===== config.mk =====
export PLATFORM = sky130hd
export DESIGN_NAME = gle_ctrl
export DESIGN_NICKNAME = d
export VERILOG_FILES = /design/src/rtl/gle_pkg.sv /design/src/rtl/gle_ctrl.sv
export SDC_FILE = /design/constraint.sdc
export NUM_CORES = 1
export LEC_CHECK = 0
export BUFFER_PORTS_ARGS = -buffer_cell sky130_fd_sc_hd__buf_2
export CAP_MARGIN = 40
export CORE_AREA = 2 2 63 65
export DETAILED_ROUTE_END_ITERATION = 10
export DIE_AREA = 0 0 65 67
export RECOVER_POWER = 100
export SLEW_MARGIN = 20
export SYNTH_ARGS = -nofsm -noshare
export SYNTH_HDL_FRONTEND = slang
export SYNTH_SLANG_ARGS = --single-unit

===== constraint.sdc =====
create_clock -name clk_i -period 1.8 [get_ports clk_i]
set_input_delay 0.36 -clock clk_i [delete_from_list [all_inputs] [get_ports clk_i]]
set_output_delay 0.36 -clock clk_i [all_outputs]
set_load 0.005 [all_outputs]

===== src/rtl/gle_pkg.sv =====
// Shared constants and controller/datapath interface types for the GIF LZW encoder.
package gle_pkg;

  localparam int unsigned HashEntriesDef = 8192;
  localparam int unsigned CodeMax        = 4096;
  localparam int unsigned MinWidthReset  = 8;
  localparam int unsigned MinWidthLo     = 2;
  localparam int unsigned MinWidthHi     = 8;

  localparam logic [1:0] PH_INITIAL = 2'd0;
  localparam logic [1:0] PH_FIRST   = 2'd1;
  localparam logic [1:0] PH_HEAD    = 2'd2;
  localparam logic [1:0] PH_DONE    = 2'd3;

  typedef enum logic [1:0] {
    CODE_CLEAR,
    CODE_END,
    CODE_PREFIX
  } code_sel_e;

  typedef struct packed {
    logic      latch_item;
    logic      clr_run;
    logic      put;
    code_sel_e put_sel;
    logic      drain;
    logic      pad;
    logic      flush;
    logic      flush_done;
    logic      probe_load;
    logic      probe_step;
    logic      rd_en;
    logic      insert;
    logic      prefix_tail;
    logic      prefix_hit;
  } cmd_t;

  typedef struct packed {
    logic has;
    logic last;
    logic cnt_ge8;
    logic cnt_nz;
    logic hold_v;
    logic out_free;
    logic clr_last;
    logic empty;
    logic hit;
    logic nfc_full;
  } status_t;

endpackage


===== src/rtl/gle_ctrl.sv =====
// Sequencing state machine for the GIF LZW encoder.
module gle_ctrl import gle_pkg::*; (
  input  logic    clk_i,
  input  logic    rst_ni,
  input  logic    cfg_we_i,
  input  logic    in_valid_i,
  output logic    in_ready_o,
  input  status_t st_i,
  output cmd_t    cmd_o
);

  localparam logic [3:0] S_CLR     = 4'd0;
  localparam logic [3:0] S_IDLE    = 4'd1;
  localparam logic [3:0] S_START   = 4'd2;
  localparam logic [3:0] S_BYTE    = 4'd3;
  localparam logic [3:0] S_PROBE   = 4'd4;
  localparam logic [3:0] S_CHECK   = 4'd5;
  localparam logic [3:0] S_MISS    = 4'd6;
  localparam logic [3:0] S_RESTART = 4'd7;
  localparam logic [3:0] S_LAST    = 4'd8;
  localparam logic [3:0] S_END     = 4'd9;
  localparam logic [3:0] S_PAD     = 4'd10;
  localparam logic [3:0] S_FLUSH   = 4'd11;
  localparam logic [3:0] S_DRAIN   = 4'd12;

  logic [3:0] state_q, state_d;
  logic [3:0] ret_q, ret_d;
  logic [1:0] phase_q, phase_d;
  logic       can_emit;

  assign can_emit   = !st_i.hold_v || st_i.out_free;
  assign in_ready_o = (state_q == S_IDLE);

  always_comb begin
    state_d = state_q;
    ret_d   = ret_q;
    phase_d = phase_q;
    cmd_o   = '0;
    cmd_o.put_sel = CODE_CLEAR;
    case (state_q)
      S_CLR: begin
        cmd_o.clr_run = 1'b1;
        if (st_i.clr_last) state_d = ret_q;
      end
      S_IDLE: begin
        if (in_valid_i) begin
          cmd_o.latch_item = 1'b1;
          if (phase_q != PH_DONE) state_d = S_START;
        end
      end
      S_START: begin
        if (phase_q == PH_INITIAL) begin
          cmd_o.put     = 1'b1;
          cmd_o.put_sel = CODE_CLEAR;
          phase_d       = PH_FIRST;
          ret_d         = S_BYTE;
          state_d       = S_DRAIN;
        end else begin
          state_d = S_BYTE;
        end
      end
      S_BYTE: begin
        if (!st_i.has) begin
          state_d = S_LAST;
        end else if (phase_q == PH_FIRST) begin
          cmd_o.prefix_tail = 1'b1;
          phase_d           = PH_HEAD;
          state_d           = S_LAST;
        end else begin
          cmd_o.probe_load = 1'b1;
          state_d          = S_PROBE;
        end
      end
      S_PROBE: begin
        cmd_o.rd_en = 1'b1;
        state_d     = S_CHECK;
      end
      S_CHECK: begin
        if (st_i.empty) begin
          cmd_o.put     = 1'b1;
          cmd_o.put_sel = CODE_PREFIX;
          ret_d         = S_MISS;
          state_d       = S_DRAIN;
        end else if (st_i.hit) begin
          cmd_o.prefix_hit = 1'b1;
          state_d          = S_LAST;
        end else begin
          cmd_o.probe_step = 1'b1;
          state_d          = S_PROBE;
        end
      end
      S_MISS: begin
        if (!st_i.nfc_full) begin
          cmd_o.insert      = 1'b1;
          cmd_o.prefix_tail = 1'b1;
          state_d           = S_LAST;
        end else begin
          cmd_o.put     = 1'b1;
          cmd_o.put_sel = CODE_CLEAR;
          ret_d         = S_RESTART;
          state_d       = S_DRAIN;
        end
      end
      S_RESTART: begin
        cmd_o.prefix_tail = 1'b1;
        ret_d             = S_LAST;
        state_d           = S_CLR;
      end
      S_LAST: begin
        if (!st_i.last) begin
          state_d = S_FLUSH;
        end else if (phase_q == PH_HEAD) begin
          cmd_o.put     = 1'b1;
          cmd_o.put_sel = CODE_PREFIX;
          ret_d         = S_END;
          state_d       = S_DRAIN;
        end else begin
          state_d = S_END;
        end
      end
      S_END: begin
        cmd_o.put     = 1'b1;
        cmd_o.put_sel = CODE_END;
        ret_d         = S_PAD;
        state_d       = S_DRAIN;
      end
      S_PAD: begin
        if (!st_i.cnt_nz) begin
          phase_d = PH_DONE;
          state_d = S_FLUSH;
        end else if (can_emit) begin
          cmd_o.pad = 1'b1;
          phase_d   = PH_DONE;
          state_d   = S_FLUSH;
        end
      end
      S_FLUSH: begin
        if (!st_i.hold_v) begin
          state_d = S_IDLE;
        end else if (st_i.out_free) begin
          cmd_o.flush      = 1'b1;
          cmd_o.flush_done = (phase_q == PH_DONE);
          state_d          = S_IDLE;
        end
      end
      S_DRAIN: begin
        if (!st_i.cnt_ge8) begin
          state_d = ret_q;
        end else if (can_emit) begin
          cmd_o.drain = 1'b1;
        end
      end
      default: begin
        state_d = S_IDLE;
      end
    endcase
    if (cfg_we_i) begin
      state_d = S_CLR;
      ret_d   = S_IDLE;
      phase_d = PH_INITIAL;
    end
  end

  always_ff @(posedge clk_i or negedge rst_ni) begin
    if (!rst_ni) begin
      state_q <= S_CLR;
      ret_q   <= S_IDLE;
      phase_q <= PH_INITIAL;
    end else begin
      state_q <= state_d;
      ret_q   <= ret_d;
      phase_q <= phase_d;
    end
  end

endmodule


== Word level (Yosys, flattened, before mapping) ==
Index checks and enable logic that the tools add are counted.
Word-level totals
  bits in registers: 10
  output and inout port bits: 16
  logic and storage cells: 105
Operators by class
  equality and inequality tests: 29
  multiplexer cells: 64
  reduce and logical (&&, ||, !) cells: 9
Operators by type and width (count)
  $mux W4: 20
  $pmux W4 S13: 1
  $ne A3 B3 Y1 const B: 10
  $mux W3: 8
  $pmux W4 S6: 1
  $mux W1: 21
  $eq A4 B4 Y1 const B: 5
  $mux W2: 10
  $eq A4 B3 Y1 const B: 4
  $pmux W3 S5: 1
  $reduce_and A6 Y1: 2
  $eq A4 B2 Y1 const B: 2
  $ne A4 B4 Y1 const B: 2
  $reduce_bool A7 Y1: 1
  $pmux W2 S3: 1
  $reduce_and A5 Y1: 1
  $eq A2 B2 Y1 const B: 2
  $eq A4 B1 Y1 const B: 1
  $logic_not A4 Y1: 1
  $reduce_bool A4 Y1: 1
  $ne A3 B2 Y1 const B: 1
  $pmux W1 S3: 1
  $eq A2 B1 Y1 const B: 1
  $logic_not A2 Y1: 1
  3 further kinds: 3

== Longest topological paths before layout ==
Gate-level depths: netlist (run 1).
  word-level depth: 6
  depth in mapped cells: 7
  depth with buffers taken out: 5

== Worst setup path after synthesis (run 1) ==
OpenSTA, ideal clock, no wires.
  path kind: flip-flop to flip-flop
  start point: register state_q[0]
  end point: register ret_q[1]
  setup time: 74 ps
  arrival time: 1574 ps
  required time: 1726 ps
  slack: 152 ps
  stages on the path, launching flop included: 7
  buffers on the path: 1
  clock period less this slack: 1648 ps
  cell sequence: dfrtp_1 buf_6 or3b_1 a21oi_2 o21ai_2 or3_1 a21oi_2
On the way
  longest elaborated chain between the ends: 3
  elaborated cells on any way between the ends: 15
  those cells by class: 11 x eq/ne; 2 x mux; 2 x reduce/logical
RTL lines
  from (decl): line gle_ctrl.sv:26  | logic [3:0] state_q, state_d;
  from (signal assigned): line gle_ctrl.sv:170  | state_q <= state_d;
  $eq A4 B4 Y1 (tied with other cells): line gle_ctrl.sv:40  | case (state_q)
  $reduce_bool A7 Y1 (no line) (tied with other cells)
  $reduce_and A6 Y1 (no line) / $mux W4 (equally long branches)
  to (signal assigned): line gle_ctrl.sv:171  | ret_q <= ret_d;
  to (decl): line gle_ctrl.sv:27  | logic [3:0] ret_q, ret_d;
Parallel ways exist; a longest one is shown, timed or not.
A chain may end at the register's enable or synchronous reset.

==> results of run 1 <==
==> worst max-delay path, stage by stage, from the launching register on <==
cell and delay [ns]:
sky130_fd_sc_hd__dfrtp_2 0.45, sky130_fd_sc_hd__buf_12 0.16, sky130_fd_sc_hd__nand2b_1 0.16, sky130_fd_sc_hd__buf_6 0.14, sky130_fd_sc_hd__nor4_2 0.23, sky130_fd_sc_hd__buf_2 0.15
==> kinds of logic after synthesis <==
kind of cell	count (synthesis)	synth area share
flops	10	0.238
xor+xnor	2	0.0166
simple gates	71	0.351
buf+inv	19	0.0852
compound gates	45	0.290
mux	2	0.0189
==> report_power, final <==
part / switching, uW / internal (uW)
logic: 848 / 792
registers: 108 / 283
clock network: 94.4 / 193
==> worst max-delay path by stage <==
stage,endpoint,cells past startpoint,slack (ns),startpoint
after floorplan,ret_q[1],6,0.15,state_q[0]
after global placement,cmd_o[12],5,0.04,state_q[1]
after detailed placement,cmd_o[12],5,0.04,state_q[1]
after CTS,cmd_o[12],6,-0.06,state_q[3]
after global routing,cmd_o[12],6,-0.13,state_q[3]
final,cmd_o[4],5,-0.08,state_q[3]
==> sequential cells by signal (all words and copies together), names as in the netlist <==
name and flops:
state_q 4, ret_q 4, phase_q 2
==> timing repair <==
action / 4_1_cts / 5_1_grt
hold buffers: 1 / 0
setup buffers: 6 / 7
endpoints found under the setup margin: 8 / 19
pin swaps: 5 / 9
resized for setup: 15 / 30
hold endpoints to repair: 9 / 0
==> per-layer routing <==
layer,vias up,global-route usage,part of all wire
li1,661,-,-
met3,6,0.0253,0.062
met1,651,0.245,0.46
met5,-,0,0
met4,0,0.0532,0.013
met2,50,0.278,0.47
==> placed cells by master, fill, tap and decap left out, drive strengths merged, types with 2 or more instances in the layout <==
cell type / count
a21oi: 17
a31oi: 3
and3: 2
buf: 62
clkbuf: 5
dfrtp: 9
inv: 7
mux2i: 2
nand2: 15
nand2b: 4
nand3: 4
nand4: 4
nor2: 12
nor2b: 6
nor3: 9
nor4: 5
o211ai: 3
o21ai: 8
o22ai: 2
o32ai: 2
or2: 3
or3: 2
==> final cells by class <==
type                       count  area [um^2]  share of cell area
inverter                       7         28.8              0.0168
clock buffer                   4         55.1              0.0321
tap                           48         60.1              0.0350
timing repair buffer          64          437               0.255
multi-input combinational    120          876               0.511
sequential                    10          258               0.150
==> metrics by stage <==
stage / area (um^2) / std cells / utilization / TNS (ns)
2_1_floorplan: 1060 / 149 / - / 0
3_3_place_gp: 1370 / 235 / 0.380 / 0
3_5_place_dp: 1370 / 235 / 0.380 / 0
4_1_cts: 1540 / 246 / 0.426 / -0.190
5_1_grt: 1710 / 253 / 0.475 / -0.847
6_report: 1710 / 253 / 0.475 / -0.250
==> parameters.txt, run 1 <==
Parameter                              Value

Yosys
  Synthesis-stage register bit count    10
  Top post-synthesis cells by area    sky130_fd_sc_hd__dfrtp_1, sky130_fd_sc_hd__a21oi_1, sky130_fd_sc_hd__nand2_1, sky130_fd_sc_hd__nor3_1, sky130_fd_sc_hd__nor2_1
  EDFF count, synth    0
  Top flip-flop cell by instance count after synthesis    sky130_fd_sc_hd__dfrtp_1
  Post-synthesis cell type with the largest combined area    sky130_fd_sc_hd__dfrtp_1
  Cell types with the highest counts after synthesis    sky130_fd_sc_hd__a21oi_1, sky130_fd_sc_hd__nand2_1, sky130_fd_sc_hd__nor2_1, sky130_fd_sc_hd__dfrtp_1, sky130_fd_sc_hd__nor3_1
  Yosys top cell area share    0.213
  Average instance area after synthesis    7.10 um^2
  Synthesized cell area    1060 um^2
  Synth async-reset ratio    1.00
  Count of cell types in the netlist    46
  Yosys warns    0
  Synthesized instance count    149
  Sequential fraction of the synthesis area    0.238
  Synthesized net count    163

Setup path
  Highest fanout seen on the critical path    7
  WS Path Type    flip-flop to output port
  R2R Setup Slk    -0.01 ns
  Required time worst endpoint    1.44 ns
  FF-to-FF Start    state_q[1]
  Worst Setup End Kind    output port
  Data arrival time of the critical path    1.52 ns
  Reg2reg path depth    6
  Critical path launch point type    flip-flop
  Reg-to-Reg End    ret_q[1]

Timing
  Final critical-path required period    1.88 ns
  Number of pins with negative max-slew slack in the final report    0
  Transition time at the pin with the least slew margin    0.607 ns
  Setup repair after global routing missed its margin    true
  Slew Limit Headroom    0.595
  Total of endpoints with negative setup slack in the final report    7
  Number of endpoints with negative hold slack in the final report    0
  Setup clock skew after layout    0.00698 ns
  Share of the clock period used by the worst path after layout    1.04
  Top achievable clock speed    532 MHz
  Final worst setup slack    -0.0788 ns
  Hold slack    0.451 ns

Cells and area
  Filler cells    366
  Antenna diode count    0
  Count of nets after finishing    220
  Share of final-layout standard cells stronger than drive strength 1    0.517
  Syn-to-layout area delta    62.1%

Clock tree
  Depth of the CTS H-tree    1
  Clock Latency Late Sink    0.24 ns
  Clock buffers created by TritonCTS    3
  Clk buf depth    2
  Total clock sinks    10
  Clock root buffer    sky130_fd_sc_hd__clkbuf_8
  Clock transition at the registers of the reported paths    0.05 ns
  Clock tree from TritonCTS    built

Floorplanning
  Starting density of the core    0.293
  # rows    22
  Std-Cell Core Area    3610 um^2
  Chip Width    65 um
  Die Outline Area    4360 um^2
  Die H    67 um
  IO Pins    30

Routing
  Drc violations    0
  Via total after detailed routing    1368
  Total routed wirelength    3.90 mm
  First-pass DRT Iterations    4
  Number of nets still failing antenna checks after routing    0
  Vias per cell    5.41
  Number of DRC markers in iteration 0    73
  Drt wl/cell    15.4 um

Placed design
  Global placer's final weighted congestion    0.923
  Estimated wirelength of the detail-placed design    2.68 mm
  Post-Place Setup Slack    0.0422 ns
  Number of buffers added on ports    29

Global route
  GRT Total Usage    0.176
  Initial antenna violation count    0
  Via count of the first global-routing pass    1209
  Pin count of the biggest net entering global routing    12
  Gr ovfl total    0
  First-pass GRT wire length    5.83 mm

Pwr
  Design Power    2320 uW
  Power density relative to cell area    1350 nW/um^2
  Leak Pwr    0.000736 uW
  Largest vdd supply drop    545 uV

Hold path
  Worst hold path endpoint    ret_q[1]
  Hold Path Depth    2
  Worst hold path startpoint    cfg_we_i
  Tightest Hold Check Type    primary input to flip-flop

Run
  Reported max-cap violation count    0

Run status
  Outcome    complete, but fails checks
  Violations in the final reports    negative setup slack
Power figures use the tool's default switching activity.
==> run 2: changes to the inputs <==
--- a/config.mk
+++ b/config.mk
@@ -7,9 +7,12 @@
 export LEC_CHECK = 0
 export BUFFER_PORTS_ARGS = -buffer_cell sky130_fd_sc_hd__buf_2
 export CAP_MARGIN = 40
+export CELL_PAD_IN_SITES_DETAIL_PLACEMENT = 1
+export CELL_PAD_IN_SITES_GLOBAL_PLACEMENT = 1
 export CORE_AREA = 2 2 63 65
 export DETAILED_ROUTE_END_ITERATION = 10
 export DIE_AREA = 0 0 65 67
+export PLACE_DENSITY_LB_ADDON = 0.1
 export RECOVER_POWER = 100
 export SLEW_MARGIN = 20
 export SYNTH_ARGS = -nofsm -noshare
==> constraint.sdc (replaced) <==
create_clock -name clk_i -period 2.1 [get_ports clk_i]
set_input_delay 0.42 -clock clk_i [delete_from_list [all_inputs] [get_ports clk_i]]
set_output_delay 0.42 -clock clk_i [all_outputs]
set_load 0.005 [all_outputs]
==> parameters.txt, run 2 (same netlist as run 1, synthesis figures left out) <==
Parameter                              Value

Run status
  Outcome    finished clean

Clock tree
  Clock buffers created by TritonCTS    3
  Post-CTS Hold Fix Bufs    0
  Clock root buffer    sky130_fd_sc_hd__clkbuf_8
  Clock transition at the registers of the reported paths    0.06 ns
  Clock tree from TritonCTS    built
  Clock Latency Late Sink    0.24 ns
  Total clock sinks    10
  Depth of the CTS H-tree    1
  Clk buf depth    2

Floorplanning
  Chip Width    65 um
  Starting density of the core    0.293
  Std-Cell Core Area    3610 um^2
  IO Pins    30
  # rows    22
  Die Outline Area    4360 um^2
  Die H    67 um

Global route
  First-pass GRT wire length    6.86 mm
  Initial antenna violation count    0
  Pin count of the biggest net entering global routing    13
  Gr ovfl total    0
  GRT Total Usage    0.206
  Via count of the first global-routing pass    1363

Setup path
  Critical-path cell with the highest stage delay    sky130_fd_sc_hd__dfrtp_2
  Highest fanout seen on the critical path    11
  Required time worst endpoint    1.68 ns
  Worst Setup End Kind    output port
  Data arrival time of the critical path    1.62 ns
  Worst stage delay on the critical path    0.47 ns
  Worst path top cell family by delay    flip-flops
  WS Path Type    flip-flop to output port
  List of cells traversed by the critical path    nor2b_1 > buf_4 > a22oi_1 > o21ai_1 > or2_1 > buf_2
  Critical path launch point type    flip-flop
  Count of buffer and inverter cells on the critical path    2

Timing
  Number of endpoints with negative hold slack in the final report    0
  Setup clock skew after layout    0.00611 ns
  Transition time at the pin with the least slew margin    0.659 ns
  Slew Limit Headroom    0.561
  Final worst setup slack    0.0568 ns
  Final critical-path required period    2.04 ns
  Top achievable clock speed    489 MHz
  Number of pins with negative max-slew slack in the final report    0
  Total of endpoints with negative setup slack in the final report    0
  Setup repair after global routing missed its margin    true
  Share of the clock period used by the worst path after layout    0.973

Cells and area
  Registers with the highest flip-flop counts    ret_q x4, state_q x4, phase_q x2
  Antenna diode count    0
  Share of final-layout standard cells stronger than drive strength 1    0.277
  Highest-count cells in the layout ignoring fill and taps    sky130_fd_sc_hd__buf_2, sky130_fd_sc_hd__a21oi_1, sky130_fd_sc_hd__buf_4
  Count of nets after finishing    203
  Register area    256 um^2
  Multi-input gate area in the final layout    716 um^2
  Syn-to-layout area delta    30.3%
  Filler cells    489
  Most common cell after layout, fill and taps aside    sky130_fd_sc_hd__buf_2
  Share of the core filled with cells    0.382

Routing
  Drc violations    0
  First-pass DRT Iterations    4
  Vias per cell    5.56
  Number of DRC markers in iteration 0    76
  Drt wl/cell    17.5 um
  Total routed wirelength    4.12 mm
  Via total after detailed routing    1312
  Number of nets still failing antenna checks after routing    0

Placed design
  Number of buffers added on ports    29
  Post-Place Setup Slack    0.186 ns
  Global placer's final weighted congestion    0.831
  Estimated wirelength of the detail-placed design    3.24 mm

Pwr
  Largest vdd supply drop    443 uV
  Leak Pwr    0.000583 uW
  Power density relative to cell area    1170 nW/um^2

Run
  Reported max-cap violation count    0

Hold path
  Tightest Hold Check Type    primary input to async pin
==> run 2: metrics by stage <==
| step | hold WS, ns | cell area, um^2 | instances | total power [uW] | TNS (ns) |
|---|---|---|---|---|---|
| final | 0.182 | 1380 | 236 | 1610 | 0 |
| after global routing | 0.212 | 1380 | 236 | 1740 | -0.106 |
| after CTS | 0.0486 | 1380 | 234 | 1630 | 0 |
| after detailed placement | 0.313 | 1320 | 230 | 1360 | 0 |
| after global placement | 0.309 | 1320 | 230 | 1350 | 0 |
| after floorplan | 0.124 | 1060 | 149 | 970 | 0 |
==> run 2: layout make-up <==
class	instances	share of cell area
clock buffer	4	0.0400
inverter	7	0.0191
multi-input combinational	120	0.520
sequential	10	0.186
tap	48	0.0436
timing repair buffer	47	0.192
==> run 2: power breakdown <==
group / internal, uW / switching [uW] / total [uW]
logic: 423 / 590 / 1010
clock network: 165 / 85.4 / 251
registers: 241 / 102 / 343
==> run 2: worst paths after layout <==
| kind | endpoint | depth (start not counted) | startpoint | slack (ns) |
|---|---|---|---|---|
| max | cmd_o[12] | 6 | state_q[1] | 0.06 |
| min | state_q[1] | 1 | rst_ni | 0.18 |
| max reg2reg | ret_q[3] | 6 | state_q[2] | 0.14 |
| min reg2reg | ret_q[0] | 2 | ret_q[0] | 0.53 |
| max in group asynchronous | state_q[0] | 1 | rst_ni | 1.45 |
| min in group clk_i | state_q[2] | 3 | st_i[7] | 0.50 |
==> run 2: timing repair <==
item | in CTS | in global routing
gates resized for setup | 4 | 2
setup endpoints to repair | 2 | 3
hold endpoints to repair | 0 | 0
buffers inserted | 0 | 2
==> run 2: per-layer routing <==
metal | part of all wire | GRT usage
met1 | 0.47 | 0.270
met2 | 0.49 | 0.343
met3 | 0.043 | 0.0236
met5 | 0 | 0
met4 | 0.0056 | 0.0798
